==> config.mk <==
export PLATFORM = sky130hd
export DESIGN_NAME = rmq_prep
export DESIGN_NICKNAME = d
export VERILOG_FILES = /design/src/hw/rtl/assert_macros.svh /design/src/hw/rtl/rmq_pkg.sv /design/src/hw/rtl/rmq_prep.sv
export SDC_FILE = /design/constraint.sdc
export NUM_CORES = 1
export LEC_CHECK = 0
export ABC_CLOCK_PERIOD_IN_PS = 14250
export BUFFER_PORTS_ARGS = -buffer_cell sky130_fd_sc_hd__buf_2
export CORE_MARGIN = 5
export CORE_UTILIZATION = 61
export DETAILED_ROUTE_END_ITERATION = 16
export GPL_TIMING_DRIVEN = 0
export PLACE_DENSITY = 0.85
export RECOVER_POWER = 100
export SLEW_MARGIN = 20
export SYNTH_ARGS = -nofsm -noshare
export SYNTH_HDL_FRONTEND = slang
export SYNTH_SLANG_ARGS = --single-unit
==> constraint.sdc <==
create_clock -name clk -period 14.25 [get_ports clk]
set_input_delay 0.7125 -clock clk [delete_from_list [all_inputs] [get_ports clk]]
set_output_delay 0.7125 -clock clk [all_outputs]
set_load 0.005 [all_outputs]
==> src/hw/rtl/assert_macros.svh <==
// Assertion macros shared by the rotation-to-quaternion RTL.
`ifndef ASSERT_MACROS_SVH
`define ASSERT_MACROS_SVH
// Clocked assertion, disabled while reset is asserted.
`define ASSERT_CLK(lbl, clk, rst_n, prop, msg) \
  lbl: assert property (@(posedge clk) disable iff (!rst_n) prop) else $error(msg);
// Clocked assertion that also holds during reset.
`define ASSERT_ALWAYS(lbl, clk, prop, msg) \
  lbl: assert property (@(posedge clk) prop) else $error(msg);
`endif

==> src/hw/rtl/rmq_pkg.sv <==
// Shared constants and types for the rotation-to-quaternion block.
`timescale 1ns / 1ps
package rmq_pkg;
  localparam int ELEM_WIDTH_DEF = 16;
  localparam int NUM_LANES      = 3;
  localparam int NUM_ELEMS      = 9;

  // Component taken from the square root.
  typedef enum logic [1:0] {
    DIAG_W,
    DIAG_X,
    DIAG_Y,
    DIAG_Z
  } diag_t;
endpackage

==> src/hw/rtl/rmq_prep.sv <==
// Front stage: trace, branch choice, root argument and numerators.
`timescale 1ns / 1ps
module rmq_prep #(
  parameter int W = rmq_pkg::ELEM_WIDTH_DEF
) (
  input  logic                         clk,
  input  logic                         rst_n,
  input  logic                         in_valid,
  output logic                         in_ready,
  input  logic [rmq_pkg::NUM_ELEMS-1:0][W-1:0] in_elem,
  output logic                         out_valid,
  input  logic                         out_ready,
  output logic [2*W-1:0]               out_rad,
  output logic [rmq_pkg::NUM_LANES-1:0][W:0] out_num,
  output rmq_pkg::diag_t               out_diag
);
  import rmq_pkg::*;

  localparam int FRAC = W - 2;

  logic signed [W+2:0] e [NUM_ELEMS];
  logic signed [W+2:0] one_c;
  logic signed [W+2:0] trace;
  logic signed [W+2:0] arg;
  logic [W:0]          arg_c;
  logic [W:0]          n57, n62, n13, p31, p62, p75;
  logic [NUM_LANES-1:0][W:0] num;
  diag_t               diag;

  logic                out_valid_r;
  logic [2*W-1:0]      rad_r;
  logic [NUM_LANES-1:0][W:0] num_r;
  diag_t               diag_r;

  // Sign-extend the elements for lossless sums
  always_comb begin
    for (int i = 0; i < NUM_ELEMS; i++) begin
      e[i] = (W+3)'($signed(in_elem[i]));
    end
  end

  assign one_c = {{4{1'b0}}, 1'b1, {FRAC{1'b0}}};
  assign trace = e[0] + e[4] + e[8];

  // Off-diagonal sums and differences
  assign n57 = (W+1)'(e[5] - e[7]);
  assign n62 = (W+1)'(e[6] - e[2]);
  assign n13 = (W+1)'(e[1] - e[3]);
  assign p31 = (W+1)'(e[3] + e[1]);
  assign p62 = (W+1)'(e[6] + e[2]);
  assign p75 = (W+1)'(e[7] + e[5]);

  // Pick branch by trace, then by largest diagonal
  always_comb begin
    priority if (trace > 0) begin
      diag = DIAG_W;
      arg  = trace + one_c;
      num  = {n13, n62, n57};
    end else if (e[0] > e[4] && e[0] > e[8]) begin
      diag = DIAG_X;
      arg  = one_c + e[0] - e[4] - e[8];
      num  = {p62, p31, n57};
    end else if (e[4] > e[8]) begin
      diag = DIAG_Y;
      arg  = one_c + e[4] - e[0] - e[8];
      num  = {p75, p31, n62};
    end else begin
      diag = DIAG_Z;
      arg  = one_c + e[8] - e[0] - e[4];
      num  = {p75, p62, n13};
    end
  end

  // Clamp a negative argument to zero
  assign arg_c = arg[W+2] ? '0 : arg[W:0];

  assign in_ready = !out_valid_r || out_ready;

  // Hold the stage valid until taken
  always_ff @(posedge clk) begin
    if (!rst_n) begin
      out_valid_r <= 1'b0;
    end else if (in_ready) begin
      out_valid_r <= in_valid;
    end
  end

  // Capture payload on accept
  always_ff @(posedge clk) begin
    if (in_ready && in_valid) begin
      rad_r  <= {1'b0, arg_c, {FRAC{1'b0}}};
      num_r  <= num;
      diag_r <= diag;
    end
  end

  assign out_valid = out_valid_r;
  assign out_rad   = rad_r;
  assign out_num   = num_r;
  assign out_diag  = diag_r;
endmodule

# [Yosys cells after proc, flatten, opt, wreduce, memory -nomap -nowiden]
# Index checks and enable logic that the tools add are counted.
[word_totals] regBits=71 word_cells=42
[op_classes] addsub=18 n_lt_le_gt_ge=4 mux=8 reduce_logical=5
[op_table] op="$mux 51" count=2
[op_table] op="$add 16x16->17" count=4
[op_table] op="$mux 19" count=3
[op_table] op="$sub 18x16->19" count=3
[op_table] op="$sub 17x16->18" count=3
[op_table] op="$add 16x16->17 const A" count=3
[op_table] op="$sub 16x16->17" count=3
[op_table] op="$gt 16x16->1" count=3
[op_table] op="$mux 34" count=1
[op_table] op="$add 18x16->19 const B" count=1
[op_table] op="$add 17x16->18" count=1
[op_table] op="$gt 18x1->1 const B" count=1
[op_table] op="$logic_and 1x1->1" count=2
[op_table] op="$mux 1" count=2
[op_table] op="$reduce_or 2->1" count=1
[op_table] op="$logic_not 1->1" count=1
[op_table] op="$logic_or 1x1->1" count=1

# [Depth between registers and ports, before layout]
[logic_depth] word_depth=6 ltp_mapped=26

# [Least setup slack after synthesis]
# OpenSTA, ideal clock, no wires.
[synth_path] path_kind="input to register" start="in in_elem[8] (netlist bit)" end="reg rad_r[27], in the netlist out_rad[27] (data pin)" setup_time_ns=0.256 t_arrival_ns=5.002 required_ns=13.994 slack_ns=8.993 cell_stages=24 n_path_buf=1 cell_sequence="inv_1 > fa_1 > inv_1 > ha_1 > and3b_1 > o21a_4 > o31a_1 > o21a_1 > o32a_2 > nand2_1 > nand2_1 > a21oi_1 > xor2_1 > ha_1 > nand2_1 > nor4_1 > o21ai_0 > nor4bb_1 > and4_1 > and2_2 > a21oi_4 > buf_6 > and3_1 > a31o_2"
[synth_between] elab_chain_len=5
[synth_rtl] element="start: declaration" line="rmq_prep.sv:10" text="input logic [rmq_pkg::NUM_ELEMS-1:0][W-1:0] in_elem,"
[synth_rtl] element="$add 16x16->17 (tied with other cells)" line="rmq_prep.sv:61" text="arg = one_c + e[0] - e[4] - e[8];"
[synth_rtl] element="$sub 17x16->18 (tied with other cells)" line="rmq_prep.sv:61"
[synth_rtl] element="$sub 18x16->19 or $mux 19 (tied branches)" line="rmq_prep.sv:61, rmq_prep.sv:63"
[synth_rtl] element="$mux 19" line="rmq_prep.sv:59" text="end else if (e[0] > e[4] && e[0] > e[8]) begin"
[synth_rtl] element="$mux 19 *" line="rmq_prep.sv:55" text="priority if (trace > 0) begin"
[synth_rtl] element="end signal: assignment" line="rmq_prep.sv:91" text="rad_r <= {1'b0, arg_c, {FRAC{1'b0}}};"
[synth_rtl] element="end: declaration" line="rmq_prep.sv:31" text="logic [2*W-1:0] rad_r;"
# Every way passes the cells marked *; elsewhere a longest branch is shown, timed or not.
# A chain may end at the register's enable or synchronous reset.

# [Worst setup path after layout]
[layout_path] start="in in_elem[2] (netlist bit)" end="reg rad_r[24], in the netlist out_rad[24] (data pin)"
# Same word-level chain as after synthesis.

==> run metrics <==
status finished, violations left; violated checks max-capacitance violations, max-slew violations; post-synth top area cell ha_1; worst-margin pin slew 3.106 ns; Routed WL per cell 21.44 um; row count 57; synthesized area 15190 um2; Initial Util between 60% and 70%; post-route clock period utilization 61.41%; gp weighted congestion between 0.9 and 1; Min-Delay Startpoint out_valid; max-slew violations 51; pre-CTS setup slack roughly 6.6 ns; Leakage 8.252 nW; Internal Pwr Total around 0.90 mW; Final WS setup 5.499 ns; Clock Path Buffers 2; chip width 167.8 um; CP required 14.42 ns; Setup Crit Path Kind in2reg; sequential fraction of the synthesis area 13.97%; worst r2r src out_valid; post-synthesis cell count 1774; largest net degree at the start of global routing 51; reg-to-reg endpoint out_num[40]; fmax approximately 0.11 GHz; Final #Nets 2537; switching power 0.8146 mW; Hold Violations, Final 0; clock share of power 16.8%; H-tree depth 3; Global Route Usage Sum 34.33%; n_diodes 0; dominant cells by area after synthesis ha_1 24%, edfxtp_1 14%, fa_1 10%; FILL cells 1998; Synth Area per Inst approximately 8.6 um2; R2R depth 3; post-DR vias/cell about 6; die area between 20000 and 30000 um2; core area approximately 24000 um2; Clock Sinks 71; initial antenna violation count 0; first-pass GRT wire length 76420 um; combinational power share 64.7%; CP endpoint kind flip-flop; Core Util, Final 69.66%; HPWL Detailed 41680 um; DRC 0; CTS-repair resized insts 0; vias in the first global route 13.85k; Finish-stage setup viols 0; Worst Hold Depth 2; Worst Skew 0.01585 ns; Final min period slightly below 9 ns; crit path DAT 8.92 ns; share of the synthesized area in the top cell type 24.05%; Die Ht 167.8 um; worst skew pair latency 0.36 ns; Max-slew headroom -107.1%; post-synthesis sequential element count 71; Num CTS Buffers 9; Detail Route Antenna Nets 0; Post-DP Area 16780 um2; crit-path max FO 10; I/O Buffers around 220; Post-synth top flop edfxtp_1; Final Cell Area around 17000 um2; fin cells 2348; CTS tree done; Sw Ratio between 40% and 50%; layout cell share with drive strength beyond 1 11.76%; sequential share of power 18.5%; PwrDens between 100 and 150 nW/um2; clk slew on worst S/H paths 0.08 ns; Setup Fix Bufs, Post-CTS 0; I/O pins about 240; Final Power 1.715 mW; maximum VDD drop 65.27 uV; total negative slack 0 ns; yosys warns 0; Placed Cells 2332; via count 14.18k; CP Launch Type primary input; Routed WL 50350 um; Hold Path Sink out_valid; Root Driver clkbuf_16; Async SR Flop Fraction 0%; r2r setup slk around 10 ns; unrepaired setup endpoints after global routing no; Fin Hold WS 0.5735 ns; Yosys cell types 90; DR pass1 iterations 5; Post-synth EDFFs 70; area delta synth->final 11.84%; hold_buf cts 0; Worst Hold Class reg2reg; GRT overflow 0; 1st-iter DRT viols 1387; max_cap viols 1
registers in the layout, summed over array words and instances (netlist names):
signal,cells
out_valid,1
out_diag,2
out_rad,17
out_num,51
cell usage in the layout (no fill, tap or decap), drive strengths merged, types with 7 or more instances in the layout:
cell type	instances
o31ai	10
a21boi	7
o21a	12
nand3	29
conb	15
nor2b	28
clkbuf	107
o311ai	8
xor2	33
mux2i	38
xnor2	92
fa	78
mux2	10
buf	191
nor3b	7
o31a	10
a21o	26
nor4	10
nand4	8
nand3b	7
o21bai	23
nand2b	24
nand2	102
edfxtp	70
a21oi	122
a211oi	14
and3	11
inv	227
o21ai	95
o41ai	9
nor3	32
ha	292
o211ai	17
or3	16
a31oi	14
nor2	119
o2111ai	9
Yosys cell counts (5+ instances only):
cell / number
o211ai_1: 15
nor3b_1: 7
a211o_1: 6
ha_1: 292
o21bai_1: 23
o311ai_0: 7
nand4_1: 8
a31oi_1: 13
clkbuf_1: 33
nand3_1: 29
a21oi_1: 121
buf_4: 16
xor2_1: 33
xnor2_1: 91
nor3_1: 32
or3_1: 16
a31o_2: 5
o31a_1: 10
a211oi_1: 13
inv_1: 225
nand2b_1: 24
o22ai_1: 5
a21o_1: 26
nand3b_1: 7
mux2_2: 8
a41oi_1: 5
o31ai_1: 10
a221oi_1: 6
fa_1: 78
a21boi_0: 6
nor4_1: 10
mux2i_1: 38
edfxtp_1: 70
buf_2: 12
nor2_1: 119
and3_1: 11
o41ai_1: 9
o21ai_0: 94
nor2b_1: 28
o21a_1: 11
nand2_1: 100
o2111ai_1: 9
layout make-up:
| type | instances | area [um2] | share of cell area, % |
|---|---|---|---|
| multi-input combinational | 1422 | 11910 | 70.07 |
| sequential | 71 | 2122 | 12.49 |
| timing repair buffer | 220 | 1031 | 6.068 |
| inverter | 226 | 848.3 | 4.993 |
| tap | 324 | 405.4 | 2.386 |
| buffer | 69 | 325.3 | 1.915 |
| clock buffer | 9 | 225.2 | 1.325 |
| clock inverter | 7 | 127.6 | 0.7511 |
logic make-up after synthesis:
group | after synthesis | share of synthesized area [%]
multiplexers | 48 | 3.294
AND/OR/NAND/NOR | 419 | 13.52
XOR/XNOR | 125 | 7.256
adder cells (fa/ha/maj) | 370 | 34.33
AO/OA/AOI/OAI | 445 | 19.63
flip-flops | 71 | 13.97
other | 1 | 0.02468
buffers and inverters | 295 | 7.981
worst max-delay path, stage by stage:
cell and delay (ns):
clkbuf_1 0.28, inv_1 0.22, fa_1 0.56, inv_1 0.11, ha_1 0.29, a21oi_1 0.35, a21boi_0 0.38, o21ai_0 0.32
and2_0 0.31, o32a_1 0.50, nand2_1 0.14, nand2_1 0.07, a21oi_1 0.18, xor2_1 0.29, ha_1 0.25, nand2_1 0.06
nor4_1 0.51, o21ai_0 0.30, nor4bb_1 0.33, and4_1 0.28, o211ai_1 0.39, nand2_2 0.22, clkbuf_1 0.67, clkbuf_1 0.68
o2111ai_1 0.31, o21ai_0 0.19
worst max-delay path by stage:
| stage | start | to | slack, ns | depth (start not counted) |
|---|---|---|---|---|
| after global routing | in_elem[2] | out_rad[24] | 5.29 | 26 |
| after floorplan | in_elem[8] | out_rad[27] | 8.99 | 24 |
| after CTS | in_elem[2] | out_rad[23] | 6.90 | 25 |
| after detailed placement | in_elem[2] | out_rad[23] | 6.59 | 25 |
| final | in_elem[2] | out_rad[24] | 5.50 | 26 |
| after global placement | in_elem[2] | out_rad[23] | 6.63 | 25 |
layer usage:
| layer | share of wire, % | global-route usage, % | vias up | routed length, um |
|---|---|---|---|---|
| met5 | 0 | 0 | - | 0 |
| met4 | 3.6 | 10.87 | 0 | 1809 |
| met1 | 41 | 45.19 | 6721 | 20590 |
| met2 | 47 | 58.51 | 740 | 23880 |
| met3 | 8.1 | 4.924 | 110 | 4065 |
| li1 | - | - | 6607 | - |
power groups by stage:
| stage | Combinational [mW] | Clock (mW) | Sequential (mW) |
|---|---|---|---|
| 3_5_place_dp | 1.09 | 0 | 0.319 |
| 6_report | 1.11 | 0.287 | 0.318 |
| 3_3_place_gp | 1.07 | 0 | 0.320 |
| 2_1_floorplan | 0.732 | 0 | 0.324 |
| 5_1_grt | 1.20 | 0.297 | 0.322 |
| 4_1_cts | 1.10 | 0.286 | 0.316 |
(Power assumes the default switching activity.)
