### config.mk
export PLATFORM = sky130hd
export DESIGN_NAME = rmq_sqrt_pipe
export DESIGN_NICKNAME = d
export VERILOG_FILES = /design/src/hw/rtl/rmq_pkg.sv /design/src/hw/rtl/rmq_sqrt_pipe.sv
export VERILOG_INCLUDE_DIRS = /design/src /design/src/hw/rtl
export SDC_FILE = /design/constraint.sdc
export NUM_CORES = 1
export LEC_CHECK = 0
export ABC_AREA = 0
export ABC_CLOCK_PERIOD_IN_PS = 9500
export BUFFER_PORTS_ARGS = -buffer_cell sky130_fd_sc_hd__buf_2
export CORE_UTILIZATION = 45
export CTS_CLUSTER_DIAMETER = 200
export DETAILED_ROUTE_END_ITERATION = 10
export PLACE_DENSITY_LB_ADDON = 0.1
export REMOVE_ABC_BUFFERS = 1
export SYNTH_ARGS = -nofsm -noshare
export SYNTH_HDL_FRONTEND = slang
export SYNTH_SLANG_ARGS = --single-unit
### constraint.sdc
create_clock -name clk -period 9.5 [get_ports clk]
set_clock_uncertainty 0.05 [all_clocks]
set_input_delay 1.425 -clock clk [delete_from_list [all_inputs] [get_ports clk]]
set_output_delay 1.425 -clock clk [all_outputs]
set_load 0.02 [all_outputs]
### src/hw/rtl/assert_macros.svh
// Assertion macros shared by the rotation-to-quaternion RTL.
`ifndef ASSERT_MACROS_SVH
`define ASSERT_MACROS_SVH
// Clocked assertion, disabled while reset is asserted.
`define ASSERT_CLK(lbl, clk, rst_n, prop, msg) \
  lbl: assert property (@(posedge clk) disable iff (!rst_n) prop) else $error(msg);
// Clocked assertion that also holds during reset.
`define ASSERT_ALWAYS(lbl, clk, prop, msg) \
  lbl: assert property (@(posedge clk) prop) else $error(msg);
`endif

### src/hw/rtl/rmq_pkg.sv
// Shared constants and types for the rotation-to-quaternion block.
`timescale 1ns / 1ps
package rmq_pkg;
  localparam int ELEM_WIDTH_DEF = 16;
  localparam int NUM_LANES      = 3;
  localparam int NUM_ELEMS      = 9;

  // Component taken from the square root.
  typedef enum logic [1:0] {
    DIAG_W,
    DIAG_X,
    DIAG_Y,
    DIAG_Z
  } diag_t;
endpackage

### src/hw/rtl/rmq_sqrt_pipe.sv
// Pipelined integer square root, one root bit per stage.
`timescale 1ns / 1ps
`include "assert_macros.svh"
module rmq_sqrt_pipe #(
  parameter int W  = rmq_pkg::ELEM_WIDTH_DEF,
  parameter int SB = 8
) (
  input  logic           clk,
  input  logic           rst_n,
  input  logic           in_valid,
  output logic           in_ready,
  input  logic [2*W-1:0] in_rad,
  input  logic [SB-1:0]  in_sb,
  output logic           out_valid,
  input  logic           out_ready,
  output logic [W-1:0]   out_root,
  output logic [SB-1:0]  out_sb
);
  import rmq_pkg::*;

  localparam int N = W;

  logic           v_r    [N];
  logic [W+1:0]   rem_r  [N];
  logic [W-1:0]   root_r [N];
  logic [2*W-1:0] rad_r  [N];
  logic [SB-1:0]  sb_r   [N];
  logic [N:0]     adv;

  assign adv[N] = out_ready;

  for (genvar k = 0; k < N; k++) begin : g_stage
    logic           prev_v;
    logic [W+1:0]   prev_rem;
    logic [W-1:0]   prev_root;
    logic [2*W-1:0] prev_rad;
    logic [SB-1:0]  prev_sb;
    logic [W+1:0]   sh;
    logic [W+1:0]   trial;
    logic           ge;

    if (k == 0) begin : g_first
      assign prev_v    = in_valid;
      assign prev_rem  = '0;
      assign prev_root = '0;
      assign prev_rad  = in_rad;
      assign prev_sb   = in_sb;
    end else begin : g_next
      assign prev_v    = v_r[k-1];
      assign prev_rem  = rem_r[k-1];
      assign prev_root = root_r[k-1];
      assign prev_rad  = rad_r[k-1];
      assign prev_sb   = sb_r[k-1];
    end

    // Bring down two radicand bits and try the next root bit
    assign sh    = {prev_rem[W-1:0], prev_rad[2*W-1 -: 2]};
    assign trial = {prev_root, 2'b01};
    assign ge    = (sh >= trial);

    assign adv[k] = !v_r[k] || adv[k+1];

    always_ff @(posedge clk) begin
      if (!rst_n) begin
        v_r[k] <= 1'b0;
      end else if (adv[k]) begin
        v_r[k] <= prev_v;
      end
    end

    always_ff @(posedge clk) begin
      if (adv[k] && prev_v) begin
        rem_r[k]  <= ge ? (sh - trial) : sh;
        root_r[k] <= {prev_root[W-2:0], ge};
        rad_r[k]  <= {prev_rad[2*W-3:0], 2'b00};
        sb_r[k]   <= prev_sb;
      end
    end
  end

  assign in_ready  = adv[0];
  assign out_valid = v_r[N-1];
  assign out_root  = root_r[N-1];
  assign out_sb    = sb_r[N-1];

  // Final remainder never exceeds twice the root, so root is the floor
  `ASSERT_CLK(a_sqrt_floor, clk, rst_n, v_r[N-1] |-> (rem_r[N-1] <= {1'b0, root_r[N-1], 1'b0}), "sqrt remainder exceeds 2*root")
endmodule

Word-level counts from Yosys, hierarchy flattened
Memories as Yosys holds them, arrays and structs flattened.
Cells that the tools add are included.
{ "classes": {"add_sub_neg": 16, "order_cmp": 16, "muxes": 113, "bitwise_logic": 16, "reduce_logical": 48} }
{ "ops": {"columns": ["op", "n"], "rows": [
  ["2-to-1 mux 18 bit", 16],
  ["greater-or-equal comparator 18 bit", 15],
  ["subtractor 18 bit", 15],
  ["2-to-1 mux 1 bit", 97],
  ["logical AND 1 bit", 16],
  ["zero test 1 bit", 16],
  ["logical OR 1 bit", 16],
  ["bitwise OR 1 bit", 16],
  ["subtractor 2 x 1 -> 3 bit (second input constant)", 1],
  ["greater-or-equal comparator 2 x 1 -> 1 bit (second input constant)", 1]
]} }
{ "word_totals": {"regBits": 0, "mem_bits_rw": 1168, "in_bits": 44, "out_inout_bits": 26, "memories": 5} }
{ "memory_table": {"columns": ["name", "words", "width", "rd", "rd_clocked_by_memory_dff", "wr", "line_no", "text"], "rows": [
  ["rad_r", 16, 30, 15, 0, 16, "rmq_sqrt_pipe.sv:26", "logic [2*W-1:0] rad_r [N];"],
  ["rem_r", 16, 18, 15, 0, 16, "rmq_sqrt_pipe.sv:24", "logic [W+1:0] rem_r [N];"],
  ["root_r", 16, 16, 16, 0, 16, "rmq_sqrt_pipe.sv:25", "logic [W-1:0] root_r [N];"],
  ["sb_r", 16, 8, 16, 0, 16, "rmq_sqrt_pipe.sv:27", "logic [SB-1:0] sb_r [N];"],
  ["v_r", 16, 1, 16, 0, 16, "rmq_sqrt_pipe.sv:23", "logic v_r [N];"]
]} }

Depth between registers and ports, before layout
Gate-level depths: netlist of run 1.
An unclocked memory read counts as a cell.
{ "logic_depth": {"word_depth": 22, "ltp_mapped": 11} }

Worst setup path before layout of run 1
No wires, ideal clock.
{ "synth_path": {"kind": "input port to flip-flop", "start": "input out_ready", "end": "memory v_r[5], data pin", "setup_time_ps": 159, "t_arrival_ps": 6432, "required_time_ps": 9291, "setup_slack_ps": 2859, "path_stages": 7, "path_cell_list": "and4b_1 and3_1 and3_1 buf_4 and2_1 a21boi_0 and2_1"} }
{ "synth_rtl": {"columns": ["element", "line_no", "text"], "rows": [
  ["start: declaration", "rmq_sqrt_pipe.sv:15", "input logic out_ready,"],
  ["end: declaration", "rmq_sqrt_pipe.sv:23", null]
]} }

Final worst setup path of run 1
{ "layout_path": {"start": "input out_ready", "end": "output in_ready"} }
{ "layout_between": {"elab_chain_len": 16} }
{ "layout_lines": {"columns": ["element", "line_no", "text"], "rows": [
  ["logical OR 1 bit (16 in a row)", "rmq_sqrt_pipe.sv:61", "assign adv[k] = !v_r[k] || adv[k+1];"],
  ["end: declaration", "rmq_sqrt_pipe.sv:11", "output logic in_ready,"]
]} }
Every way passes these cells.

==> qor.json, run 1 <==
{
  "clkLatencyLatePin_ps": 630,
  "synth-adder-area-share": 0.0596,
  "reg2reg_setup_slack_ps": 5670,
  "grtUsageTotal": 0.147,
  "grt.met3_usage": 0.0292,
  "post_cts_hold_buffer_count": 0,
  "cp-endpoint": "in_ready",
  "synth.cell_area_um2": 31900,
  "critical_path_start_type": "input port",
  "timing.critical_path.to_type": "output pin",
  "synth-async-reset-ratio": 0,
  "drt-vias-per-instance": 5.13,
  "timing_worst_slew_pin_value_ps": 1220,
  "syn_inst": 2211,
  "post_synth_xor_area_fraction": 0.0423,
  "layout_worst_path_cycle_share": 0.603,
  "yosys.cell_types.count": 80,
  "wl_per_cell_um": 15.4,
  "io_buffer_count": 69,
  "area_delta_synth_final_pct": 13.0,
  "synth_top_family_by_area": "simple AND/OR/NAND/NOR gates",
  "slew_viol_final": 0,
  "grt_use_met2": 0.251,
  "wire_length_of_the_first_global_routing_pass_um": 84700,
  "die-width_um": 268,
  "globalplace.congestion": 0.822,
  "grt_antenna_before_repair": 2,
  "post_synth_and_or_nand_nor_area_fraction": 0.0872,
  "post_cts_buffers": 0,
  "vias": 17200,
  "ys.flop_type": "sky130_fd_sc_hd__edfxtp_1",
  "timing.final.ws_setup_ps": 3770,
  "cts_inserted_buffers": 79,
  "globalRouteMet1Util": 0.184,
  "post_route_cells_drive_above_1_share": 0.111,
  "cts_tree": "built",
  "timing.final.crit_period_ps": 5730,
  "totalWireLength_um": 51900,
  "grt_setup_unrepaired": "no",
  "reg2reg_from": "v_r[14]",
  "pin_count_of_the_biggest_net_entering_global_routing": 55,
  "crit_path_cell_trace": "buf_2, and4b_1, and3_1, and3_1, and4_1, and2_1, nand4_1, buf_2",
  "worstPathArrival_ps": 4260,
  "ys.warnings.count": 0,
  "startpoint": "out_ready",
  "finalHoldViolations": 0,
  "fmax_mhz": 175,
  "die_y_um": 268,
  "r2r-end": "sb_r[0][7]",
  "first_global_vias": 17100,
  "timing_worst_setup_path_type": "input port to output pin",
  "critPathRequiredTime_ps": 8030,
  "yosys_register_bits": 744,
  "synth.yosys.seq_area_share": 0.700,
  "slew-limit-headroom": 0.182,
  "filler_cell_count": 5970,
  "layout.nets": 2548,
  "cts_resized": 0,
  "cts.clk_slew.worst_paths_ps": 60,
  "place.detailed.hpwl_um": 37500,
  "multi_input_comb_area_um2": 8910,
  "global_route.overflow_total": 0,
  "post-place-ws_ps": 3790,
  "route.detailed.drc": 0,
  "die_area_um2": 72000,
  "cp_max_fo": 10,
  "peakVddDrop_v": 0.000173,
  "cts.root.buffer_cell": "sky130_fd_sc_hd__clkbuf_16",
  "drt_first_iter_violations": 1145,
  "floorplan.io_pins": 70,
  "initial_utilization": 0.455,
  "grt.busiest_layer": "met2",
  "post_synth_mux_area_share": 0.0125,
  "maxCapViolations": 0,
  "worst-r2r-cell-count": 7,
  "seq_area_um2": 22300,
  "design.core.area_um2": 70100,
  "status": "completed",
  "slowest_delay_ps": 580,
  "setup_total_negative_slack_ps": 0,
  "synth_compound_area_frac": 0.0735,
  "synth.avg_cell_area_um2": 14.4,
  "drt_pass1_iterations": 6,
  "cellLeakagePower_nw": 13.1,
  "synth_enable_flop_cells": 743,
  "hold_class": "flop to flop",
  "cp_slowest_cell": "sky130_fd_sc_hd__and3_1",
  "clock_sinks": 744,
  "power_density_nw_per_um2": 184,
  "ant_nets": 0,
  "max-clock-path-buffers": 3,
  "setup-violations-final": 0,
  "htreeDepth": 3,
  "num_rows": 97
}
[area by class of cell]
class,instances,area share
repair buffers,84,0.0127
clock buffers,97,0.0567
inverters,180,0.0187
multi-input cells,1263,0.247
clock inverters,49,0.0134
flip-flops and latches,744,0.619
well taps,940,0.0326
diodes,1,0.0000694
[cells by family after synthesis]
group,after synthesis
flip-flops,744
AND/OR/NAND/NOR,548
AO/OA/AOI/OAI,372
buffers and inverters,204
XOR/XNOR,154
adder cells (fa/ha/maj),152
multiplexers,36
other,1
[where the power goes]
group          switching [mW]  internal (mW)
Sequential             0.0121           3.61
Combinational          0.0445         0.0286
Clock                    1.26           1.67
Total                    1.32           5.30
[worst min path at each step]
stage                        from            end  slack (ps)  cells after the start
global route         rad_r[0][42]   rad_r[0][74]         370                      0
floorplan            rad_r[0][68]  rad_r[0][100]         350                      0
finish               rad_r[0][20]   rad_r[0][52]         360                      0
CTS                  rad_r[0][42]   rad_r[0][74]         360                      0
global placement      rad_r[0][5]   rad_r[0][37]         350                      0
detailed placement  rad_r[0][145]  rad_r[0][177]         350                      0
[per-layer routing]
layer	wire length [um]	vias up	share of wire
li1	-	8526	-
met1	22900	8308	0.44
met2	25500	295	0.49
met3	2050	106	0.040
met4	1430	0	0.028
met5	0	-	0
[state kept, by name, summed over array words and instances, names as in the netlist]
signal  cells
v_r        16
sb_r      128
rad_r     240
rem_r     224
root_r    136
[stage by stage]
stage | power (mW) | instance area (um2) | hold WS [ps] | std cells | utilization
3_5_place_dp | 3.76 | 33600 | 355 | 3211 | 0.478
2_1_floorplan | 3.73 | 31800 | 350 | 2187 | -
6_report | 6.62 | 36100 | 361 | 3358 | 0.514
4_1_cts | 6.72 | 36100 | 362 | 3357 | 0.514
5_1_grt | 6.85 | 36100 | 368 | 3358 | 0.514
3_3_place_gp | 3.76 | 33600 | 351 | 3211 | 0.478
[cells in the final DEF (no fill, tap or decap), types with 10 or more instances in the layout]
| cell type | instances |
|---|---|
| sky130_fd_sc_hd__clkinv_2 | 15 |
| sky130_fd_sc_hd__clkbuf_16 | 79 |
| sky130_fd_sc_hd__nor2_1 | 140 |
| sky130_fd_sc_hd__mux2_2 | 30 |
| sky130_fd_sc_hd__o31ai_1 | 14 |
| sky130_fd_sc_hd__nand4_1 | 21 |
| sky130_fd_sc_hd__inv_1 | 179 |
| sky130_fd_sc_hd__nor4_1 | 18 |
| sky130_fd_sc_hd__xnor2_1 | 80 |
| sky130_fd_sc_hd__or4_1 | 10 |
| sky130_fd_sc_hd__or3_1 | 12 |
| sky130_fd_sc_hd__a31oi_1 | 10 |
| sky130_fd_sc_hd__clkinv_1 | 16 |
| sky130_fd_sc_hd__a21oi_1 | 102 |
| sky130_fd_sc_hd__nand2_1 | 127 |
| sky130_fd_sc_hd__o21ai_0 | 104 |
| sky130_fd_sc_hd__and2_1 | 24 |
| sky130_fd_sc_hd__clkbuf_1 | 18 |
| sky130_fd_sc_hd__xor2_1 | 74 |
| sky130_fd_sc_hd__o21a_1 | 34 |
| sky130_fd_sc_hd__a21o_1 | 26 |
| sky130_fd_sc_hd__buf_2 | 69 |
| sky130_fd_sc_hd__nor2b_1 | 18 |
| sky130_fd_sc_hd__ha_1 | 152 |
| sky130_fd_sc_hd__buf_4 | 15 |
| sky130_fd_sc_hd__nand2b_1 | 30 |
| sky130_fd_sc_hd__nor3_1 | 43 |
| sky130_fd_sc_hd__and3_1 | 13 |
| sky130_fd_sc_hd__nand3_1 | 38 |
| sky130_fd_sc_hd__edfxtp_1 | 743 |
| sky130_fd_sc_hd__a211oi_1 | 13 |
[cell usage after synthesis, drive strengths merged (7+ instances only)]
master | n | area, um2
a211oi | 13 | 97.6
a21boi | 10 | 75.1
a21o | 26 | 195
a21oi | 103 | 527
a31oi | 11 | 68.8
and2 | 27 | 169
and3 | 13 | 81.3
buf | 12 | 83.8
clkbuf | 12 | 46.3
edfxtp | 743 | 22300
ha | 152 | 1900
inv | 179 | 672
mux2 | 30 | 338
nand2 | 127 | 477
nand2b | 30 | 188
nand3 | 39 | 200
nand3b | 7 | 52.6
nand4 | 22 | 153
nand4b | 8 | 70.1
nor2 | 141 | 532
nor2b | 25 | 156
nor3 | 44 | 220
nor4 | 18 | 113
o211ai | 7 | 52.6
o21a | 34 | 255
o21ai | 106 | 531
o31ai | 14 | 105
o41ai | 7 | 68.8
or2 | 9 | 58.8
or3 | 12 | 75.1
or4 | 12 | 97.6
xnor2 | 80 | 701
xor2 | 74 | 648
[worst max-delay path: cells and delay by family]
kind / cells / cell delay [ps]
buf+inv: 2 / 330
simple gates: 6 / 2500
No activity file was read; power rests on OpenSTA's default activity.
==> inputs of run 2 (changes only) <==
--- a/config.mk
+++ b/config.mk
@@ -7,7 +7,7 @@
 export NUM_CORES = 1
 export LEC_CHECK = 0
 export ABC_AREA = 0
-export ABC_CLOCK_PERIOD_IN_PS = 9500
+export ABC_CLOCK_PERIOD_IN_PS = 5540
 export BUFFER_PORTS_ARGS = -buffer_cell sky130_fd_sc_hd__buf_2
 export CORE_UTILIZATION = 45
 export CTS_CLUSTER_DIAMETER = 200
==> constraint.sdc (replaced) <==
create_clock -name clk -period 5.54 [get_ports clk]
set_clock_uncertainty 0.05 [all_clocks]
set_input_delay 0.831 -clock clk [delete_from_list [all_inputs] [get_ports clk]]
set_output_delay 0.831 -clock clk [all_outputs]
set_load 0.02 [all_outputs]
==> qor.json, run 2 (synthesized netlist as in run 1, its figures left out) <==
{
  "status": {"value": "completed", "change": "unchanged"},
  "floorplan.io_pins": {"value": 70, "change": "unchanged"},
  "commonest_cells_after_routing_fill_and_taps_aside": {"value": "743 x sky130_fd_sc_hd__edfxtp_1, 179 x sky130_fd_sc_hd__inv_1, 152 x sky130_fd_sc_hd__ha_1, 140 x sky130_fd_sc_hd__nor2_1, 127 x sky130_fd_sc_hd__nand2_1", "change": "unchanged"},
  "r2r-end": {"value": "rad_r[0][0]", "change": "was sb_r[0][7]"},
  "wire_length_of_the_first_global_routing_pass": {"value": 84800, "unit": "um", "change": "was 84700 um"},
  "swShare": {"value": 0.198, "change": "was 0.199"},
  "vias": {"value": 17100, "change": "was 17200"},
  "max-clock-path-buffers": {"value": 3, "change": "unchanged"},
  "max_flop_register": {"value": "rad_r", "change": "unchanged"},
  "ant_nets": {"value": 0, "change": "unchanged"},
  "slew_viol_final": {"value": 0, "change": "unchanged"},
  "hold_class": {"value": "input port to flop", "change": "was flop to flop"},
  "peakVddDrop": {"value": 0.000349, "unit": "V", "change": "was 0.000173 V"},
  "reg2reg_from": {"value": "v_r[14]", "change": "unchanged"},
  "total_switching_power": {"value": 2.25, "unit": "mW", "change": "was 1.32 mW"},
  "cts_resized": {"value": 0, "change": "unchanged"},
  "num_rows": {"value": 97, "change": "unchanged"},
  "slowest_delay": {"value": 590, "unit": "ps", "change": "was 580 ps"},
  "timing.final.crit_period_ps": 4550,
  "part_of_the_total_power_dissipated_in_the_clock_network": {"value": 0.442, "change": "about the same"},
  "fmax_mhz": 220,
  "placedCellCount": {"value": 3211, "change": "unchanged"},
  "critical-path-top-cell-by-count": "sky130_fd_sc_hd__and3_1",
  "timing_worst_slew_pin_value": {"value": 1220, "unit": "ps", "change": "about the same"},
  "layout_worst_path_cycle_share": 0.822,
  "hold_path_depth": {"value": 1, "change": "was 0"},
  "cellLeakagePower": {"value": 13.0, "unit": "nW", "change": "was 13.1 nW"},
  "post_cts_buffers": {"value": 0, "change": "unchanged"},
  "area_of_all_placed_cells_without_fillers": {"value": 36100, "unit": "um2", "change": "about the same"},
  "final_cells": {"value": 3357, "change": "was 3358"},
  "initial_utilization": {"value": 0.455, "change": "unchanged"},
  "min_from": {"value": "in_rad[17]", "change": "was rad_r[0][20]"},
  "internal_power": {"value": 9.09, "unit": "mW", "change": "was 5.30 mW"},
  "crit_path_cell_trace": {"value": "and4b_1, and3_1, and3_1, and4_1, and2_1, nand4_1, buf_2", "change": "was buf_2, and4b_1, and3_1, and3_1, and4_1, and2_1, nand4_1, buf_2"},
  "grt_setup_unrepaired": {"value": "no", "change": "unchanged"},
  "timing_worst_setup_path_type": {"value": "flop to output pin", "change": "was input port to output pin"},
  "largest_register_ff_count": {"value": 240, "change": "unchanged"},
  "drt-vias-per-instance": {"value": 5.08, "change": "was 5.13"},
  "wl_per_cell": {"value": 15.4, "unit": "um", "change": "about the same"},
  "cp_max_fo": {"value": 10, "change": "unchanged"},
  "layout.cells.most_common": {"value": "sky130_fd_sc_hd__edfxtp_1", "change": "unchanged"},
  "cts.root.buffer_cell": {"value": "sky130_fd_sc_hd__clkbuf_16", "change": "unchanged"},
  "post_cts_hold_buffer_count": {"value": 0, "change": "unchanged"},
  "max_layer_used": {"value": "met4", "change": "unchanged"},
  "grtUsageTotal": {"value": 0.147, "change": "about the same"},
  "first_global_vias": {"value": 17100, "change": "about the same"},
  "io_buffer_count": {"value": 69, "change": "unchanged"},
  "maxCapViolations": {"value": 0, "change": "unchanged"},
  "layout.nets": {"value": 2548, "change": "unchanged"},
  "totalWireLength": {"value": 51800, "unit": "um", "change": "was 51900 um"},
  "globalplace.congestion": {"value": 0.825, "change": "was 0.822"},
  "pwr-share-seq": {"value": 0.547, "change": "about the same"},
  "hold-path-endpoint": {"value": "rad_r[0][17]", "change": "was rad_r[0][52]"},
  "route.detailed.drc": {"value": 0, "change": "unchanged"},
  "worstPathArrival": {"value": 3670, "unit": "ps", "change": "was 4260 ps"},
  "worst-r2r-cell-count": {"value": 7, "change": "unchanged"},
  "wl_met2": {"value": 25600, "unit": "um", "change": "was 25500 um"},
  "grt_antenna_before_repair": {"value": 1, "change": "was 2"},
  "finalHoldViolations": {"value": 0, "change": "unchanged"},
  "setup-violations-final": {"value": 0, "change": "unchanged"},
  "drt-met1-wl": {"value": 22800, "unit": "um", "change": "was 22900 um"},
  "reg2reg_setup_slack": {"value": 1760, "unit": "ps", "change": "was 5670 ps"},
  "timing.final.ws_setup": {"value": 987, "unit": "ps", "change": "was 3770 ps"},
  "cts.clk_slew.worst_paths": {"value": 60, "unit": "ps", "change": "about the same"},
  "clkLatencyLatePin": {"value": 620, "unit": "ps", "change": "was 630 ps"},
  "biggestRegsByFlops": {"value": "rad_r (240), rem_r (224), root_r (136)", "change": "unchanged"},
  "post-place-ws": {"value": 1020, "unit": "ps", "change": "was 3790 ps"},
  "pin_count_of_the_biggest_net_entering_global_routing": {"value": 53, "change": "was 55"},
  "area_delta_synth_final": {"value": 13.0, "unit": "%", "change": "about the same"},
  "critical_path_start_type": {"value": "flop", "change": "was input port"},
  "cts_inserted_buffers": {"value": 79, "change": "unchanged"},
  "combinationalPowerShare": {"value": 0.011, "change": "about the same"},
  "power_density": {"value": 314, "unit": "nW/um2", "change": "was 184 nW/um2"},
  "global_route.overflow_total": {"value": 0, "change": "unchanged"},
  "cp_slowest_cell": {"value": "sky130_fd_sc_hd__and3_1", "change": "unchanged"},
  "cts_tree": {"value": "built", "change": "unchanged"},
  "timing.hold.ws": {"value": 325, "unit": "ps", "change": "was 361 ps"},
  "fin_util": {"value": 0.514, "change": "about the same"},
  "htreeDepth": {"value": 3, "change": "unchanged"},
  "filler_cell_count": {"value": 5939, "change": "was 5970"},
  "dpl-instance-area": {"value": 33600, "unit": "um2", "change": "unchanged"},
  "startpoint": {"value": "v_r[14]", "change": "was out_ready"},
  "die_area": {"value": 72000, "unit": "um2", "change": "unchanged"},
  "timing.critical_path.to_type": {"value": "output pin", "change": "unchanged"},
  "die_y": {"value": 268, "unit": "um", "change": "unchanged"},
  "place.detailed.hpwl": {"value": 37800, "unit": "um", "change": "was 37500 um"},
  "drt_pass1_iterations": {"value": 5, "change": "was 6"},
  "clock_sinks": {"value": 744, "change": "unchanged"},
  "dr_wl_met3": {"value": 1900, "unit": "um", "change": "was 2050 um"},
  "slew-limit-headroom": {"value": 0.189, "change": "was 0.182"},
  "design.core.area": {"value": 70100, "unit": "um2", "change": "unchanged"},
  "post_route_cells_drive_above_1_share": {"value": 0.109, "change": "was 0.111"},
  "critPathRequiredTime": {"value": 4660, "unit": "ps", "change": "was 8030 ps"},
  "drt_first_iter_violations": {"value": 1060, "change": "was 1145"},
  "die-width": {"value": 268, "unit": "um", "change": "unchanged"}
}
## run 2: cell types whose count changed in the layout (fill, tap and decap cells not counted), sizes merged
| cell | change |
|---|---|
| clkinvlp | +3 |
| inv | +1 |
| clkbuf | +1 |
| clkinv | -6 |
## run 2: power groups by stage
stage                     registers (mW)  logic (mW)  clock network, mW
after floorplan                     6.32      0.0839                  0
after global placement              6.32       0.125                  0
after detailed placement            6.33       0.129                  0
after CTS                           6.21       0.129               5.18
after global routing                6.21       0.143               5.38
final                               6.21       0.126               5.01
## run 2: critical path: cells and delay by family, from the launching register on
family / cells / cell delay [ps]
buffers and inverters: 1 / 220
DFF: 1 / 380
and+or+nand+nor: 6 / 2450
## run 2: layer usage
metal / vias up / track usage
met5: - / 0
met4: 0 / 0.0511
met3: 107 / 0.0293
met2: 289 / 0.253
met1: 8150 / 0.184
li1: 8516 / -
## run 2: per-stage QoR
step	power (mW)	setup TNS (ps)
after floorplan	6.40	-25970
after global placement	6.45	0
after detailed placement	6.45	0
after CTS	11.5	0
after global routing	11.7	0
final	11.3	0
## run 2: worst max path at each step
stage / end / slack (ps) / depth (start not counted)
after floorplan: v_r[5] / -470 / 6
after global placement: in_ready / 1040 / 8
after detailed placement: in_ready / 1020 / 8
after CTS: in_ready / 940 / 7
after global routing: in_ready / 750 / 7
final: in_ready / 990 / 7
## run 2: layout make-up
cell class                 instances  area, um2  area share
clock buffer                      98       2050      0.0568
tap                              940       1180      0.0326
sequential                       744      22300       0.619
inverter                         180        676      0.0187
clock inverter                    47        473      0.0131
multi-input combinational       1263       8910       0.247
timing repair buffer              84        458      0.0127
antenna                            1       2.50   0.0000694
